`src/hw/rtl/ata_pkg.sv`:
```
package ata_pkg;

    // Quotient bits of the per-axis divider. Larger quotients saturate the result anyway.
    localparam int QUOT_BITS   = 17;
    localparam int LANE_DEPTH  = 3 + QUOT_BITS + 1;
    localparam int ISQRT_STEPS = 16;
    localparam int ATAN_LEN    = 24;
    localparam int PRE_SHIFT   = 8;
    localparam int CFG_W       = 14;

    typedef enum logic [2:0] {
        CFG_REF_MV   = 3'd0,
        CFG_MV_PER_G = 3'd1,
        CFG_ZERO_X   = 3'd2,
        CFG_ZERO_Y   = 3'd3,
        CFG_ZERO_Z   = 3'd4,
        CFG_OFF_X    = 3'd5,
        CFG_OFF_Y    = 3'd6,
        CFG_OFF_Z    = 3'd7
    } t_cfg_idx;

    typedef enum logic [1:0] {
        AXIS_X    = 2'd0,
        AXIS_Y    = 2'd1,
        AXIS_Z    = 2'd2,
        AXIS_NONE = 2'd3
    } t_axis;

    typedef struct packed {
        logic signed [15:0] ax;
        logic signed [15:0] ay;
        logic signed [15:0] az;
    } t_accel;

    typedef struct packed {
        t_accel             acc;
        logic signed [15:0] a;
        logic               err;
    } t_carry;

    typedef struct packed {
        t_accel            acc;
        logic signed [7:0] angle;
        logic              err;
    } t_result;

    // atan(2^-i) in degrees, Q16.
    function automatic logic [22:0] atan_q16(input int idx);
        logic [22:0] v;
        unique case (idx)
            0:  v = 23'd2949120;
            1:  v = 23'd1740967;
            2:  v = 23'd919879;
            3:  v = 23'd466945;
            4:  v = 23'd234379;
            5:  v = 23'd117304;
            6:  v = 23'd58666;
            7:  v = 23'd29335;
            8:  v = 23'd14668;
            9:  v = 23'd7334;
            10: v = 23'd3667;
            11: v = 23'd1833;
            12: v = 23'd917;
            13: v = 23'd458;
            14: v = 23'd229;
            15: v = 23'd115;
            16: v = 23'd57;
            17: v = 23'd29;
            18: v = 23'd14;
            19: v = 23'd7;
            20: v = 23'd4;
            21: v = 23'd2;
            22: v = 23'd1;
            default: v = 23'd0;
        endcase
        return v;
    endfunction

endpackage

```
`src/hw/rtl/ata_lane.sv`:
```
module ata_lane #(
    parameter int ADC_CODES = 1024,
    localparam int AW = $clog2(ADC_CODES + 1),
    localparam int DW = AW + 10
) (
    input  logic                i_clk,
    input  logic                i_en,
    input  logic [9:0]          i_raw,
    input  logic [12:0]         i_ref_mv,
    input  logic [12:0]         i_zero_mv,
    input  logic signed [13:0]  i_off_mg,
    input  logic [DW-1:0]       i_div,
    output logic signed [15:0]  o_accel_mg
);

    localparam int ZW = 13 + AW;
    localparam int PW = 23;
    localparam int NW = ((ZW > PW) ? ZW : PW) + 1;
    localparam int MW = NW + 10;
    localparam int QB = ata_pkg::QUOT_BITS;
    localparam int RW = DW + QB;
    localparam int CW = ((MW > RW) ? MW : RW) + 1;
    localparam int SW = QB + 2;
    localparam logic signed [SW-1:0] S_MAX = SW'(32767);
    localparam logic signed [SW-1:0] S_MIN = -SW'(32768);

    logic [PW-1:0]        w_prod;
    logic [ZW-1:0]        w_zs;
    logic signed [NW-1:0] w_n;
    logic signed [NW-1:0] r_n;
    logic [NW-1:0]        w_mag;
    logic [MW-1:0]        w_m;
    logic [MW-1:0]        r_m;
    logic                 r_neg1;
    logic [CW-1:0]        w_lim;

    logic [RW-1:0] r_rem [QB+1];
    logic [QB-1:0] r_q   [QB+1];
    logic          r_sat [QB+1];
    logic          r_ng  [QB+1];

    logic [QB-1:0]        w_qm;
    logic signed [SW-1:0] w_qs;
    logic signed [SW-1:0] w_s;
    logic signed [15:0]   r_acc;

    assign w_prod = PW'(i_raw) * PW'(i_ref_mv);
    assign w_zs   = ZW'(i_zero_mv) * ZW'(ADC_CODES);
    assign w_n    = $signed(NW'(w_prod)) - $signed(NW'(w_zs));
    assign w_mag  = r_n[NW-1] ? NW'(-r_n) : NW'(r_n);
    assign w_m    = MW'(w_mag) * MW'(1000);
    assign w_lim  = CW'(i_div) << QB;

    always_ff @(posedge i_clk) begin
        if (i_en) begin
            r_n      <= w_n;
            r_m      <= w_m;
            r_neg1   <= r_n[NW-1];
            r_rem[0] <= RW'(r_m);
            r_q[0]   <= '0;
            r_sat[0] <= (CW'(r_m) >= w_lim);
            r_ng[0]  <= r_neg1;
        end
    end

    // Restoring division, one quotient bit per stage, most significant first.
    for (genvar k = 0; k < QB; k++) begin : g_div
        localparam int SH = QB - 1 - k;
        logic [RW-1:0] w_sub;
        logic          w_ge;
        assign w_sub = RW'(i_div) << SH;
        assign w_ge  = (r_rem[k] >= w_sub);
        always_ff @(posedge i_clk) begin
            if (i_en) begin
                r_rem[k+1] <= w_ge ? (r_rem[k] - w_sub) : r_rem[k];
                r_q[k+1]   <= r_q[k] | (QB'(w_ge) << SH);
                r_sat[k+1] <= r_sat[k];
                r_ng[k+1]  <= r_ng[k];
            end
        end
    end

    assign w_qm = r_sat[QB] ? '1 : r_q[QB];
    assign w_qs = r_ng[QB] ? -$signed(SW'(w_qm)) : $signed(SW'(w_qm));
    assign w_s  = w_qs + SW'(i_off_mg);

    always_ff @(posedge i_clk) begin
        if (i_en) begin
            if (w_s > S_MAX) begin
                r_acc <= 16'sh7FFF;
            end else if (w_s < S_MIN) begin
                r_acc <= -16'sh8000;
            end else begin
                r_acc <= 16'(w_s);
            end
        end
    end

    assign o_accel_mg = r_acc;

endmodule

```
`config.mk`:
```
export PLATFORM = sky130hd
export DESIGN_NAME = ata_lane
export DESIGN_NICKNAME = d
export VERILOG_FILES = /design/src/hw/rtl/ata_pkg.sv /design/src/hw/rtl/ata_lane.sv
export SDC_FILE = /design/constraint.sdc
export NUM_CORES = 2
export LEC_CHECK = 0
export BUFFER_PORTS_ARGS = -buffer_cell sky130_fd_sc_hd__buf_4
export CAP_MARGIN = 40
export CELL_PAD_IN_SITES_DETAIL_PLACEMENT = 1
export CELL_PAD_IN_SITES_GLOBAL_PLACEMENT = 2
export CORE_MARGIN = 3
export CORE_UTILIZATION = 43
export DETAILED_ROUTE_END_ITERATION = 7
export PLACE_DENSITY = 0.81
export SYNTH_ARGS = -nofsm -noshare
export SYNTH_HDL_FRONTEND = slang
export SYNTH_SLANG_ARGS = --single-unit
export TNS_END_PERCENT = 10
```
`constraint.sdc`:
```
create_clock -name i_clk -period 7.5 [get_ports i_clk]
set_input_delay 1.5 -clock i_clk [delete_from_list [all_inputs] [get_ports i_clk]]
set_output_delay 1.5 -clock i_clk [all_outputs]
set_load 0.01 [all_outputs]
```
Word level (Yosys, flattened, before mapping). Memory sizes are Yosys's and may differ from the RTL's. Index checks and enable logic that the tools add are counted.

Register bits: 74. Bits in writable memories: 1026. Bits of input ports: 73. Output and inout bits: 16. Memories: 4.

Memory list: r_rem (depth 18, bits a word 38, rd ports 17, clocked after Yosys merged registers in 0, wr ports 18, RTL line ata_lane.sv:37) `logic [RW-1:0] r_rem [QB+1];`; r_q (depth 18, bits a word 17, rd ports 18, clocked after Yosys merged registers in 0, wr ports 18, RTL line ata_lane.sv:38) `logic [QB-1:0] r_q [QB+1];`; r_ng (depth 18, bits a word 1, rd ports 18, clocked after Yosys merged registers in 0, wr ports 18, RTL line ata_lane.sv:40) `logic r_ng [QB+1];`; r_sat (depth 18, bits a word 1, rd ports 18, clocked after Yosys merged registers in 0, wr ports 18, RTL line ata_lane.sv:39) `logic r_sat [QB+1];`.

$add $sub $neg: 21. $mul: 2. Order comparisons: 20. Muxes and demuxes: 23. Bitwise operators: 17.

Operator list (count): $mux 38 (17); $ge 35x38->1 (1); $ge 38x21->1 (1); $ge 38x22->1 (1); $ge 38x23->1 (1); $ge 38x24->1 (1); $ge 38x25->1 (1); $ge 38x26->1 (1); $ge 38x27->1 (1); $ge 38x28->1 (1); $ge 38x29->1 (1); $ge 38x30->1 (1); $ge 38x31->1 (1); $ge 38x32->1 (1); $ge 38x33->1 (1); $ge 38x34->1 (1); $ge 38x35->1 (1); $ge 38x36->1 (1); $ge 38x37->1 (1); $sub 38x21->38 (1); $sub 38x22->38 (1); $sub 38x23->38 (1); $sub 38x24->38 (1); $sub 38x25->38 (1); 42 further kinds (43).

Longest topological paths before layout. An unclocked memory read counts as a cell.

Depth after elaboration: 7. Depth in mapped cells: 24. Gate-level depth less buffers: 24.

Worst setup path after synthesis. OpenSTA, ideal clock, no wires.

Path kind: input to register. From: in i_raw[4]. To: reg r_n[22], data pin. Setup time: 0.258 ns. Arrival time: 6.486 ns. Data required time: 7.242 ns. Setup slack: 0.756 ns. Stages: 21. Cell sequence: clkbuf_1 nand2_1 fa_1 fa_1 inv_1 fa_1 inv_1 fa_1 inv_1 fa_1 ha_1 and3_1 nand3_1 nor3_1 nand3b_1 o21ai_0 o21ai_0 a311o_1 a21o_1 a21oi_1 xnor2_1.

Longest elaborated chain between the ends: 2.

RTL lines: from (decl) (RTL line ata_lane.sv:8) `input logic [9:0] i_raw,`; $mul 10x13->23 (RTL line ata_lane.sv:47) `assign w_prod = PW'(i_raw) * PW'(i_ref_mv);`; $sub 23x23->24 (RTL line ata_lane.sv:49) `assign w_n = $signed(NW'(w_prod)) - $signed(NW'(w_zs));`; via w_n[22] (RTL line ata_lane.sv:29) `logic signed [NW-1:0] w_n;`; to (signal assigned) (RTL line ata_lane.sv:56) `r_n <= w_n;`; to (decl) (RTL line ata_lane.sv:30) `logic signed [NW-1:0] r_n;`.

The timed path passes the listed nets, and every way through them passes these cells. A chain may end at the register's enable or synchronous reset.

Worst setup path after layout.
From: reg r_n[6]. To: reg r_m[31], data pin.

Longest elaborated chain between the ends: 3.

RTL lines: $neg 25->25 (RTL line ata_lane.sv:50) `assign w_mag = r_n[NW-1] ? NW'(-r_n) : NW'(r_n);`; $mux 25 * (RTL line ata_lane.sv:50); $mul 25x7->32 * (RTL line ata_lane.sv:51) `assign w_m = MW'(w_mag) * MW'(1000);`; via w_m[31] (RTL line ata_lane.sv:32) `logic [MW-1:0] w_m;`; to (signal assigned) (RTL line ata_lane.sv:57) `r_m <= w_m;`; to (decl) (RTL line ata_lane.sv:33) `logic [MW-1:0] r_m;`.

Mark *: on every way through the listed nets, which the timed path passes. The rest lies on a longest branch.

==> impl_metrics.csv <==
group,metric,value,unit
timing,tns,0,ns
logic_synthesis,syn_avg_cell_area,10.68,um^2
die,die_h,377.7,um
clock_network,clkSlewWorstSetupHoldPaths,0.06,ns
timing,finalHoldViolCount,0,
finish,nFillCells,14686,
clock_network,cts-root-buf,"clkbuf_16",
clock_network,h-tree-depth,3,
clock_network,cts_tree,"built",
clock_network,cts_resized,0,
critical_path,cp-start-kind,"register",
placement,port_buffers,88,
finish,final_util,48.51,%
die,io_pins,89,
logic_synthesis,async_flop_share,0,%
logic_synthesis,synth_edf_count,857,
route,dr_total_vias,42580,
timing,setup_violations,0,
logic_synthesis,ys_types,89,
route,vias_per_cell,5.608,
timing,slew_violations,0,
placement,dp_hpwl,123300,um
logic_synthesis,netlist_area,59410,um^2
clock_network,insertion_delay,0.71,ns
critical_path,cpPeakStageDelay,0.62,ns
timing,worst_pin_slew,1.117,ns
finish,drive_gt1_share,8.023,%
critical_path,crit_chain,"or3_1, nor3_1, nand4_1, o31ai_1, xor2_1, xnor2_1, fa_1, fa_1, fa_1, inv_1, ha_1, a21o_1, a21o_1, a21oi_1, nor2_1, a2111oi_0, a31oi_1, a21o_1, a21oi_1, xnor2_1",
die,coreArea,136300,um^2
grt,grt_antenna_before_repair,10,
route,postRouteAntennaNets,0,
die,dieArea,142700,um^2
grt,track_usage,22.50,%
min_path,hold_class,"register to register",
timing,rsz0062_at_grt,"no",
timing,period_needed,6.823,ns
placement,gp_congestion,0.8384,
logic_synthesis,synth_ff_type,"edfxtp_1",
critical_path,cp.arrival,7.25,ns
route,drt_iter0_drc,2490,
clock_network,postCtsHoldBufs,0,
grt,grt-ovfl-total,0,
flow_run,cap_violations,0,
critical_path,path_delay_family,"compound AO/OA/AOI/OAI gates",
run_status,outcome,"completed",
die,fp.dieW,377.7,um
logic_synthesis,yosysSeqAreaShare,43.31,%
clock_network,numCtsBuffers,100,
clock_network,cts_setup_buffers,0,
grt,grt_pass1_wl,252100,um
route,wire_per_inst,21.18,um
critical_path,worstSetupPathType,"register to register",
timing,finalCritPeriodShare,90.97,%
finish,synthToLayoutAreaGrowth,11.30,%
route,routed_wl,160800,um
timing,fin_skew,0.03641,ns
logic_synthesis,yosysWarnings,0,
critical_path,crit_fanout,6,
finish,nets,6501,
critical_path,slowest_stage,"fa_1",
timing,relSlewSlack,25.52,%
die,initial_utilization,43.59,%
critical_path,required,7.93,ns
grt,grt_pass1_vias,44337,
die,rows,135,
route,first_pass_iters,5,
timing,clock.fmax,146.6,MHz
critical_path,critPathBufInv,1,
clock_network,clk_path_buf_depth,3,
clock_network,clock_sinks,857,
logic_synthesis,synth_cells,5565,
logic_synthesis,ys_ff_latch,857,
critical_path,cp-end-kind,"register",
route,remaining_drc_errors,0,
timing,hold_ws,0.3967,ns
grt,grt_max_degree,184,
-- per-layer routing --
| metal | up-vias | wire [um] | global-route usage [%] |
|---|---|---|---|
| met5 | - | 0 | 0 |
| met3 | 187 | 6587 | 3.544 |
| met1 | 21086 | 72560 | 29.89 |
| met4 | 0 | 4451 | 6.111 |
| met2 | 636 | 77220 | 38.15 |
| li1 | 20671 | - | - |
-- per-stage QoR --
step / instance area (um^2) / worst slack (ns) / cells
floorplan: 59430 / 0.7561 / 5570
global placement: 62520 / 0.4002 / 7394
detailed placement: 62630 / 0.3107 / 7403
CTS: 66060 / 0.6295 / 7586
global route: 66110 / 0.1088 / 7589
finish: 66120 / 0.6769 / 7593
-- worst register-to-register path, stage by stage (launching register included) --
cell,delay [ns]
edfxtp_1,0.43
or3_1,0.42
nor3_1,0.38
nand4_1,0.23
o31ai_1,0.29
xor2_1,0.60
xnor2_1,0.29
fa_1,0.62
fa_1,0.45
fa_1,0.52
inv_1,0.04
ha_1,0.37
a21o_1,0.18
a21o_1,0.16
a21oi_1,0.19
nor2_1,0.05
a2111oi_0,0.49
a31oi_1,0.31
a21o_1,0.25
a21oi_1,0.18
xnor2_1,0.09
-- sequential cells by signal, summed over array words and instances (netlist names) --
signal,cells
r_q,153
o_accel_mg,16
r_sat,18
r_m,32
r_ng,18
r_n,24
r_neg1,1
r_rem,595
-- cell type report --
type / instances / area (um^2) / area share [%]
antenna: 4 / 10.01 / 0.01514
clock buffer: 111 / 2544 / 3.847
clock inverter: 72 / 894.6 / 1.353
inverter: 347 / 1303 / 1.970
multi-input combinational: 4247 / 31970 / 48.35
sequential: 857 / 25730 / 38.92
tap: 1781 / 2228 / 3.370
timing repair buffer: 174 / 1439 / 2.176
-- layout by cell type (no fill, tap or decap), types with 57 or more instances in the layout --
master,synthesis,routed
a21o_1,202,202
nand3_1,85,85
o21a_1,71,71
and2_1,68,68
inv_1,346,345
buf_4,1,157
clkbuf_16,0,100
nand2b_1,72,72
mux2_2,64,64
fa_1,194,194
nand2_1,477,477
nor3_1,114,113
o21ai_0,344,343
nand4_1,59,59
nor2b_1,75,75
xnor2_1,273,273
ha_1,507,507
nor4_1,57,57
edfxtp_1,857,857
nor2_1,377,375
xor2_1,238,238
a21oi_1,397,395
-- cell families after synthesis --
group,synth area share (%)
flip-flops,43.31
AND/OR/NAND/NOR,13.09
multiplexers,1.508
XOR/XNOR,7.533
AO/OA/AOI/OAI,14.19
other,0.01264
buffers and inverters,2.982
adder cells (fa/ha/maj),17.37
-- synth_stat cells (9+ instances only) --
library cell | number | share of area (%)
nand3_1 | 85 | 0.72
o211ai_1 | 11 | 0.14
nor2_1 | 377 | 2.4
or3_1 | 45 | 0.47
nand3b_1 | 15 | 0.19
xnor2_1 | 273 | 4.0
edfxtp_1 | 857 | 43
o21ai_0 | 344 | 2.9
nand2b_1 | 72 | 0.76
a211oi_1 | 49 | 0.62
clkbuf_1 | 106 | 0.67
ha_1 | 507 | 11
fa_1 | 194 | 6.5
a31o_2 | 11 | 0.16
o21a_1 | 71 | 0.90
nor3b_1 | 9 | 0.11
or4_1 | 25 | 0.32
o31a_1 | 20 | 0.29
a31oi_1 | 34 | 0.36
and3_1 | 30 | 0.32
xor2_1 | 238 | 3.5
and2_1 | 68 | 0.72
inv_1 | 346 | 2.2
nand4_1 | 59 | 0.62
a2111oi_0 | 9 | 0.13
nor4_1 | 57 | 0.60
nor4b_1 | 18 | 0.27
maj3_1 | 9 | 0.15
or2_2 | 35 | 0.37
a21boi_0 | 15 | 0.19
o31ai_1 | 50 | 0.63
mux2i_1 | 13 | 0.22
nand2_1 | 477 | 3.0
o21bai_1 | 36 | 0.45
o41ai_1 | 12 | 0.18
mux2_2 | 64 | 1.2
a21o_1 | 202 | 2.6
a41oi_1 | 9 | 0.13
nor2b_1 | 75 | 0.79
a21oi_1 | 397 | 3.3
nor3_1 | 114 | 0.96
-- worst paths after layout --
kind         startpoint         end  slack, ns  depth (start not counted)
max              r_n[6]     r_m[31]       0.68                         20
max reg2reg      r_n[6]     r_m[31]       0.68                         20
min reg2reg  r_q[6][11]  r_q[7][11]       0.40                          0
min          r_q[6][11]  r_q[7][11]       0.40                          0
Power is left out: the tool's default activity adds up to more than one toggle a clock period on the data nets, which glitch-free logic cannot reach.
